==> src/sv/qpe_pkg.sv <==
// package for the query parameter extractor
// holds codes, state and result types, and hex helper functions; no dependencies
package qpe_pkg;

    localparam int MAX_NAME_BYTES = 8;
    localparam int NAME_W         = 64;
    localparam int NAME_LEN_W     = 4;
    localparam int KEY_POS_W      = 4;
    localparam int CFG_INDEX_W    = 2;

    localparam logic [CFG_INDEX_W-1:0] REG_NAME_BYTES     = 2'd0;
    localparam logic [CFG_INDEX_W-1:0] REG_NAME_LENGTH    = 2'd1;
    localparam logic [CFG_INDEX_W-1:0] REG_SPACE_FOR_PLUS = 2'd2;

    localparam logic [1:0] ST_FOUND     = 2'd0;
    localparam logic [1:0] ST_NOT_FOUND = 2'd1;
    localparam logic [1:0] ST_MALFORMED = 2'd2;

    localparam logic [1:0] ESC_NONE = 2'd0;
    localparam logic [1:0] ESC_HIGH = 2'd1;
    localparam logic [1:0] ESC_LOW  = 2'd2;

    localparam logic [7:0] CH_PERCENT = 8'h25;
    localparam logic [7:0] CH_PLUS    = 8'h2b;
    localparam logic [7:0] CH_QMARK   = 8'h3f;
    localparam logic [7:0] CH_AMP     = 8'h26;
    localparam logic [7:0] CH_EQUAL   = 8'h3d;
    localparam logic [7:0] CH_SPACE   = 8'h20;

    typedef enum logic [4:0] {
        PH_BEFORE = 5'b00001,
        PH_KEY    = 5'b00010,
        PH_VALUE  = 5'b00100,
        PH_SKIP   = 5'b01000,
        PH_DONE   = 5'b10000
    } phase_t;

    typedef struct packed {
        phase_t                 phase;
        logic [1:0]             escape_stage;
        logic [3:0]             high_nibble;
        logic [KEY_POS_W-1:0]   key_position;
        logic                   key_mismatch;
    } scan_state_t;

    typedef struct packed {
        logic [NAME_W-1:0]      name_bytes;
        logic [NAME_LEN_W-1:0]  name_length;
        logic                   space_for_plus;
    } qpe_cfg_t;

    typedef struct packed {
        logic                   present;
        logic [7:0]             value_byte;
        logic                   byte_valid;
        logic [1:0]             status;
        logic                   finished;
    } qpe_result_t;

    function automatic logic hex_ok(input logic [7:0] c);
        return (c >= 8'h30 && c <= 8'h39) || (c >= 8'h61 && c <= 8'h66) ||
               (c >= 8'h41 && c <= 8'h46);
    endfunction

    function automatic logic [3:0] hex_val(input logic [7:0] c);
        logic [7:0] v;
        v = 8'h00;
        if (c >= 8'h30 && c <= 8'h39) begin
            v = c - 8'h30;
        end else if (c >= 8'h61 && c <= 8'h66) begin
            v = c - 8'h57;
        end else if (c >= 8'h41 && c <= 8'h46) begin
            v = c - 8'h37;
        end
        return v[3:0];
    endfunction

endpackage

==> src/sv/query_parameter_extract_core.sv <==
// Takes one byte of the request target per cycle, at full rate: an accepted byte updates the
// scan state in the same cycle and its result, if any, lands in the output register, which
// is taken again in the cycle it drains, so a byte can be accepted every clock while
// m_tready stays high. The rate is set by the combinational next-state logic in qpe_step.
// depends on qpe_pkg and qpe_step
module query_parameter_extract_core import qpe_pkg::*; #(
    parameter int NAME_BYTES_MAX = MAX_NAME_BYTES
) (
    input  logic                   aclk,
    input  logic                   aresetn,
    input  logic                   cfg_wr_en,
    input  logic [CFG_INDEX_W-1:0] cfg_index,
    input  logic [NAME_W-1:0]      cfg_wdata,
    input  logic                   s_tvalid,
    output logic                   s_tready,
    input  logic [7:0]             s_tdata,    // target_byte
    input  logic                   s_tlast,    // is_last
    output logic                   m_tvalid,
    input  logic                   m_tready,
    output logic [7:0]             m_tdata,    // value_byte
    output logic [2:0]             m_tuser,    // byte_valid, status[1:0]
    output logic                   m_tlast     // finished
);

    qpe_cfg_t    cfg_reg;
    scan_state_t state_reg;
    scan_state_t state_next;
    qpe_result_t step_res;
    logic        m_valid_reg;
    logic [7:0]  m_data_reg;
    logic [2:0]  m_user_reg;
    logic        m_last_reg;
    logic        s_accept;

    assign s_tready = !m_valid_reg || m_tready;
    assign s_accept = s_tvalid && s_tready;

    qpe_step #(
        .NAME_BYTES_MAX (NAME_BYTES_MAX)
    ) u_step (
        .cur     (state_reg),
        .cfg     (cfg_reg),
        .in_byte (s_tdata),
        .in_last (s_tlast),
        .nxt     (state_next),
        .res     (step_res)
    );

    always_ff @(posedge aclk) begin
        if (!aresetn) begin
            cfg_reg.name_bytes     <= '0;
            cfg_reg.name_length    <= '0;
            cfg_reg.space_for_plus <= 1'b1;
        end else if (cfg_wr_en) begin
            unique case (cfg_index)
                REG_NAME_BYTES:     cfg_reg.name_bytes     <= cfg_wdata;
                REG_NAME_LENGTH:    cfg_reg.name_length    <= cfg_wdata[NAME_LEN_W-1:0];
                REG_SPACE_FOR_PLUS: cfg_reg.space_for_plus <= cfg_wdata[0];
                default: begin
                end
            endcase
        end
    end

    always_ff @(posedge aclk) begin
        if (!aresetn) begin
            state_reg.phase        <= PH_BEFORE;
            state_reg.escape_stage <= ESC_NONE;
            state_reg.high_nibble  <= '0;
            state_reg.key_position <= '0;
            state_reg.key_mismatch <= 1'b0;
            m_valid_reg            <= 1'b0;
        end else if (s_accept) begin
            state_reg   <= state_next;
            m_valid_reg <= step_res.present;
        end else if (m_tready) begin
            m_valid_reg <= 1'b0;
        end
    end

    always_ff @(posedge aclk) begin
        if (s_accept) begin
            m_data_reg <= step_res.value_byte;
            m_user_reg <= {step_res.status, step_res.byte_valid};
            m_last_reg <= step_res.finished;
        end
    end

    assign m_tvalid = m_valid_reg;
    assign m_tdata  = m_data_reg;
    assign m_tuser  = m_user_reg;
    assign m_tlast  = m_last_reg;

endmodule

==> src/sv/qpe_step.sv <==
// per-byte next-state and result logic of the query parameter extractor
// depends on qpe_pkg
module qpe_step import qpe_pkg::*; #(
    parameter int NAME_BYTES_MAX = MAX_NAME_BYTES
) (
    input  scan_state_t cur,
    input  qpe_cfg_t    cfg,
    input  logic [7:0]  in_byte,
    input  logic        in_last,
    output scan_state_t nxt,
    output qpe_result_t res
);

    logic [7:0]  key_char;
    logic [7:0]  name_char;
    logic [6:0]  name_shift;
    logic [63:0] name_shifted;
    logic        do_compare;
    logic        cur_match;
    logic        empty_match;
    logic        len_ok;
    logic        fin;
    logic [1:0]  st;
    logic        plus_hit;

    assign len_ok       = cfg.name_length <= NAME_LEN_W'(NAME_BYTES_MAX);
    assign name_shift   = {cur.key_position, 3'b000};
    assign name_shifted = cfg.name_bytes >> name_shift;
    assign name_char    = name_shifted[7:0];
    assign plus_hit     = cfg.space_for_plus && (in_byte == CH_PLUS);
    assign cur_match    = !cur.key_mismatch && (cur.escape_stage == ESC_NONE) && len_ok &&
                          (NAME_LEN_W'(cur.key_position) == cfg.name_length);
    assign empty_match  = len_ok && (cfg.name_length == '0);

    always_comb begin
        nxt        = cur;
        res        = '0;
        fin        = 1'b0;
        st         = ST_FOUND;
        key_char   = plus_hit ? CH_SPACE : in_byte;
        do_compare = 1'b0;
        unique case (cur.phase)
            PH_BEFORE: begin
                if (in_byte == CH_QMARK && !in_last) begin
                    nxt.phase        = PH_KEY;
                    nxt.escape_stage = ESC_NONE;
                    nxt.high_nibble  = '0;
                    nxt.key_position = '0;
                    nxt.key_mismatch = 1'b0;
                end else if (in_last) begin
                    fin = 1'b1;
                    st  = ST_NOT_FOUND;
                end
            end
            PH_KEY: begin
                if (in_byte == CH_AMP) begin
                    if (cur_match) begin
                        fin = 1'b1;
                        st  = ST_FOUND;
                    end else begin
                        nxt.escape_stage = ESC_NONE;
                        nxt.high_nibble  = '0;
                        nxt.key_position = '0;
                        nxt.key_mismatch = 1'b0;
                        if (in_last) begin
                            fin = 1'b1;
                            st  = empty_match ? ST_FOUND : ST_NOT_FOUND;
                        end
                    end
                end else if (in_byte == CH_EQUAL) begin
                    if (cur_match) begin
                        nxt.phase        = PH_VALUE;
                        nxt.escape_stage = ESC_NONE;
                        if (in_last) begin
                            fin = 1'b1;
                            st  = ST_FOUND;
                        end
                    end else begin
                        nxt.phase = PH_SKIP;
                        if (in_last) begin
                            fin = 1'b1;
                            st  = ST_NOT_FOUND;
                        end
                    end
                end else begin
                    if (cur.escape_stage == ESC_HIGH) begin
                        if (hex_ok(in_byte)) begin
                            nxt.high_nibble  = hex_val(in_byte);
                            nxt.escape_stage = ESC_LOW;
                        end else begin
                            nxt.key_mismatch = 1'b1;
                            nxt.escape_stage = ESC_NONE;
                        end
                    end else if (cur.escape_stage == ESC_LOW) begin
                        if (hex_ok(in_byte)) begin
                            key_char   = {cur.high_nibble, hex_val(in_byte)};
                            do_compare = 1'b1;
                        end else begin
                            nxt.key_mismatch = 1'b1;
                        end
                        nxt.escape_stage = ESC_NONE;
                    end else if (in_byte == CH_PERCENT) begin
                        nxt.escape_stage = ESC_HIGH;
                    end else begin
                        do_compare = 1'b1;
                    end
                    if (do_compare) begin
                        if (NAME_LEN_W'(cur.key_position) < cfg.name_length &&
                            cur.key_position < KEY_POS_W'(NAME_BYTES_MAX) &&
                            key_char == name_char) begin
                            nxt.key_position = cur.key_position + 1'b1;
                        end else begin
                            nxt.key_mismatch = 1'b1;
                        end
                    end
                    if (in_last) begin
                        fin = 1'b1;
                        st  = (!nxt.key_mismatch && nxt.escape_stage == ESC_NONE && len_ok &&
                               NAME_LEN_W'(nxt.key_position) == cfg.name_length)
                              ? ST_FOUND : ST_NOT_FOUND;
                    end
                end
            end
            PH_VALUE: begin
                if (in_byte == CH_AMP) begin
                    fin = 1'b1;
                    st  = (cur.escape_stage != ESC_NONE) ? ST_MALFORMED : ST_FOUND;
                end else if (cur.escape_stage == ESC_HIGH) begin
                    if (hex_ok(in_byte)) begin
                        nxt.high_nibble  = hex_val(in_byte);
                        nxt.escape_stage = ESC_LOW;
                    end else begin
                        fin = 1'b1;
                        st  = ST_MALFORMED;
                    end
                end else if (cur.escape_stage == ESC_LOW) begin
                    if (hex_ok(in_byte)) begin
                        res.value_byte   = {cur.high_nibble, hex_val(in_byte)};
                        res.byte_valid   = 1'b1;
                        nxt.escape_stage = ESC_NONE;
                    end else begin
                        fin = 1'b1;
                        st  = ST_MALFORMED;
                    end
                end else if (in_byte == CH_PERCENT) begin
                    nxt.escape_stage = ESC_HIGH;
                end else begin
                    res.value_byte = key_char;
                    res.byte_valid = 1'b1;
                end
                if (in_last && !fin) begin
                    fin = 1'b1;
                    st  = (nxt.escape_stage != ESC_NONE) ? ST_MALFORMED : ST_FOUND;
                end
            end
            PH_SKIP: begin
                if (in_byte == CH_AMP) begin
                    nxt.phase        = PH_KEY;
                    nxt.escape_stage = ESC_NONE;
                    nxt.high_nibble  = '0;
                    nxt.key_position = '0;
                    nxt.key_mismatch = 1'b0;
                    if (in_last) begin
                        fin = 1'b1;
                        st  = empty_match ? ST_FOUND : ST_NOT_FOUND;
                    end
                end else if (in_last) begin
                    fin = 1'b1;
                    st  = ST_NOT_FOUND;
                end
            end
            PH_DONE: begin
            end
            default: begin
            end
        endcase

        if (fin) begin
            nxt.phase = PH_DONE;
        end
        if (in_last) begin
            nxt.phase        = PH_BEFORE;
            nxt.escape_stage = ESC_NONE;
            nxt.high_nibble  = '0;
            nxt.key_position = '0;
            nxt.key_mismatch = 1'b0;
        end

        res.finished = fin;
        res.status   = fin ? st : ST_FOUND;
        res.present  = fin || res.byte_valid;
    end

endmodule

==> config.mk <==
export PLATFORM = sky130hd
export DESIGN_NAME = query_parameter_extract_core
export DESIGN_NICKNAME = d
export VERILOG_FILES = /design/src/sv/qpe_pkg.sv /design/src/sv/query_parameter_extract_core.sv /design/src/sv/qpe_step.sv
export SDC_FILE = /design/constraint.sdc
export NUM_CORES = 1
export LEC_CHECK = 0
export ABC_AREA = 0
export ABC_CLOCK_PERIOD_IN_PS = 3700
export BUFFER_PORTS_ARGS = -buffer_cell sky130_fd_sc_hd__buf_2
export CAP_MARGIN = 20
export CORE_ASPECT_RATIO = 1.2
export CORE_MARGIN = 4
export CORE_UTILIZATION = 45
export CTS_CLUSTER_SIZE = 12
export DETAILED_ROUTE_END_ITERATION = 8
export HOLD_SLACK_MARGIN = 0.03
export PLACE_DENSITY = 0.74
export REMOVE_ABC_BUFFERS = 1
export SLEW_MARGIN = 40
export SYNTH_ARGS = -nofsm -noshare
export SYNTH_HDL_FRONTEND = slang
export SYNTH_SLANG_ARGS = --single-unit
export TNS_END_PERCENT = 1
==> constraint.sdc <==
create_clock -name aclk -period 3.7 [get_ports aclk]
set_input_delay 0.555 -clock aclk [delete_from_list [all_inputs] [get_ports aclk]]
set_output_delay 0.555 -clock aclk [all_outputs]
set_load 0.05 [all_outputs]
==> impl_summary.txt <==
----------------------------------------------------
[Clocking]
  TritonCTS buffer count ... 9
  Insertion delay to the later sink of the worst-skew pair ... 0.34 ns
  Clock tree from TritonCTS ... yes
  Library cell used as clock root buffer ... sky130_fd_sc_hd__clkbuf_16
  Quantity of hold-fixing buffers added after cts ... 0
  Clock buffer depth ... 2
  Clock-pin slew of the registers on the worst-case setup and hold paths ... 0.07 ns
  Count of clock tree sinks ... 98
  Depth of the CTS H-tree ... 3
  Count of buffers added by post-CTS timing repair for setup ... 0
  Post_cts resized ... 0

[Global route]
  Vias in the first global route ... 4765
  Total global-route track usage ... 20.0%
  Number of antenna violations at the first check in global routing ... 0
  Global-route wire length before repair ... 22.2 mm
  Largest net degree at the start of global routing ... 65
  Overall overflow remaining after global route ... 0

[Floorplan]
  Core Footprint ... 11600 um^2
  Full die area ... 13700 um^2
  Die Y-Extent ... 127 um
  Initial Utilization ... 46.2%
  Chip width ... 107 um
  Placement row count ... 43
  Boundary pin count ... 94

[Cells and area]
  Area added between synthesis and finish ... 18.1%
  Nets ... 819
  Finished Layout Cells ... 891
  Area of all placed cells without fillers ... 6310 um^2
  Fraction of final layout cells with drive strength greater than 1 ... 23.3%
  Number of fill cells ... 1077
  Largest register FFs ... 69
  Inserted Diodes ... 0

[Setup path]
  Category of the worst setup path launch point ... primary input
  Worst setup path startpoint ... s_tdata[7]
  Critical Path Fanout Max ... 9
  Data required time of the worst path ... 3.79 ns
  Crit path capture ... m_tuser[1]
  R2R Path End ... m_tuser[1]
  Worst setup EP type ... register
  Worst reg2reg startpoint ... state_reg[3]
  Setup slack on the worst flop-to-flop path ... 0.67 ns
  Number of cells on the worst reg-to-reg path ... 9
  Signal arrival time at the worst endpoint ... 3.37 ns
  Type of the worst setup path ... in2reg

[Place]
  Buffers added on ports ... 93
  Instance area after placement ... 5990 um^2
  Pre-CTS worst setup slack ... 0.109 ns
  Number of placed cells counting well taps ... 875
  Detailed placer's ending HPWL ... 10.3 mm
  Final weighted congestion of routability-driven global placement ... 0.907

[Hold path]
  Hold Path Depth ... 3
  Type of the most critical hold path ... in2reg

[STA]
  Final setup margin ... 0.422 ns
  Post-layout min period ... 3.28 ns
  Worst-margin pin slew ... 0.768 ns
  Count of endpoints failing setup in the final report ... 0
  Fin. Hold Viols ... 0
  Max Freq ... 305 MHz
  Slew Viols, Final ... 0
  Slew Limit Headroom ... 48.1%
  Unrepaired setup endpoints after global routing ... false
  Layout Skew ... 0.00383 ns
  Share of the clock period used by the worst path ... 88.6%

[Routing]
  Residual antenna-violating net count after detailed routing ... 0
  Metal-1 WL ... 5.90 mm
  Initial drt markers ... 289
  Total via count in the routed design ... 4904
  Met3 wire length ... 977 um
  Total wirelength of the detailed-routed design ... 13.7 mm
  Detail-routed via count per cell ... 5.50
  WL met2 ... 6.43 mm
  Number of design rule violations left after detail routing ... 0
  Routed wire length per instance ... 15.4 um
  First drt pass iteration count ... 5
  Uppermost layer routed ... met4

[Synth]
  Count of cell types in the netlist ... 69
  Part of the Yosys area used for sequential elements ... 39.0%
  Average footprint of a synthesized cell ... 8.34 um^2
  Cells after synthesis ... 641
  Fraction of registers with async set/reset ... 0%
  Ys Warns ... 0
  Number of synthesized register bits ... 98
  Number of enable flip-flop cells after synthesis ... 12
  Post-synth top flop ... sky130_fd_sc_hd__dfxtp_1
  Post-Synthesis Cell Area ... 5350 um^2

[Flow run]
  Total of max-cap violations ... 0

[Pwr]
  Worst vdd rail ir drop ... 0.226 mV
  Leakage power ... 2.47 nW
  Power per cell area ... 381 nW/um^2

[Outcome]
  Outcome ... finished, final reports clean

----------------------------------------------------
## report_power, final
part           switching (W)  internal (W)  total (W)
clock network       0.000415      0.000572   0.000988
logic               0.000178      0.000113   0.000291
registers          0.0000179       0.00111    0.00113
## synth_stat cells, drive strengths merged, types with 5 or more instances
cell / n / area share (%)
nor2: 39 / 2.9
or3: 7 / 0.84
buf: 6 / 0.70
and3: 6 / 0.77
mux2i: 14 / 2.6
mux4: 16 / 6.7
a211o: 5 / 0.84
xor2: 5 / 0.82
nand3: 12 / 1.1
a21oi: 98 / 9.2
nor4: 5 / 0.87
edfxtp: 12 / 6.7
dfxtp: 86 / 32
nor3: 10 / 0.94
nand4: 7 / 1.1
a31oi: 5 / 0.87
ha: 10 / 2.3
o21ai: 23 / 2.2
clkbuf: 32 / 3.1
nand2: 161 / 11
inv: 12 / 0.84
nand2b: 8 / 0.94
## routing by layer
metal | global-route usage (%) | up-vias
li1 | - | 2442
met3 | 4.45 | 32
met4 | 8.62 | 0
met1 | 25.5 | 2235
met2 | 32.6 | 195
met5 | 0 | -
## worst max-delay path, cell delays in order
cell and delay, ns:
sky130_fd_sc_hd__buf_2 0.13, sky130_fd_sc_hd__or4b_4 0.60, sky130_fd_sc_hd__nor4_4 0.50, sky130_fd_sc_hd__o21ai_0 0.25, sky130_fd_sc_hd__and3_2 0.27, sky130_fd_sc_hd__nor4_1 0.27
sky130_fd_sc_hd__buf_4 0.17, sky130_fd_sc_hd__nand4_4 0.08, sky130_fd_sc_hd__a211o_2 0.33, sky130_fd_sc_hd__o211ai_1 0.09, sky130_fd_sc_hd__a31oi_1 0.10
## area by class of cell
cell class / instances / area (um^2) / share of cell area [%]
Clock inverter: 4 / 56.3 / 0.892
Timing Repair Buffer: 116 / 651 / 10.3
Sequential cell: 98 / 2080 / 33.0
Clock buffer: 12 / 258 / 4.08
Multi-Input combinational cell: 491 / 3020 / 47.9
Tap cell: 157 / 196 / 3.11
Inverter: 13 / 50.0 / 0.793
## cells in the final DEF (no fill, tap or decap), drive strengths merged, types with 8 or more instances in the layout
cell type  instances
edfxtp            12
nor3              10
mux2i             14
nand2            161
mux4              16
clkbuf            12
buf              116
ha                10
nor2              39
inv               13
dfxtp             86
nand2b             8
o21ai             23
a21oi             98
nand3             12
## metrics by stage
step                hold slack [ns]  TNS [ns]  total power, W  utilization [%]
floorplan                     0.428    -41.81         0.00133                -
global route                  0.453         0         0.00249             54.6
detailed placement            0.445         0         0.00144             51.8
finish                        0.442         0         0.00241             54.6
global placement              0.439         0         0.00143             51.7
CTS                           0.432         0         0.00242             54.5
## worst min-delay path by stage
stage | endpoint | from | slack [ns]
6_report | cfg_reg[18] | cfg_wdata[13] | 0.44
5_1_grt | cfg_reg[49] | cfg_wdata[44] | 0.45
4_1_cts | cfg_reg[67] | cfg_wdata[62] | 0.43
3_5_place_dp | cfg_reg[60] | cfg_reg[60] | 0.45
3_3_place_gp | cfg_reg[21] | cfg_reg[21] | 0.44
2_1_floorplan | state_reg[7] | state_reg[7] | 0.43
## kinds of logic after synthesis
logic type      count (synthesis)  share of synthesized area (%)
buf+inv                        52                           4.87
compound gates                163                           18.4
flops                          98                           39.0
mux                            30                           9.36
simple gates                  280                           24.8
fa+ha+maj                      10                           2.34
xor+xnor                        8                           1.31
No activity file was read; power rests on OpenSTA's default activity.
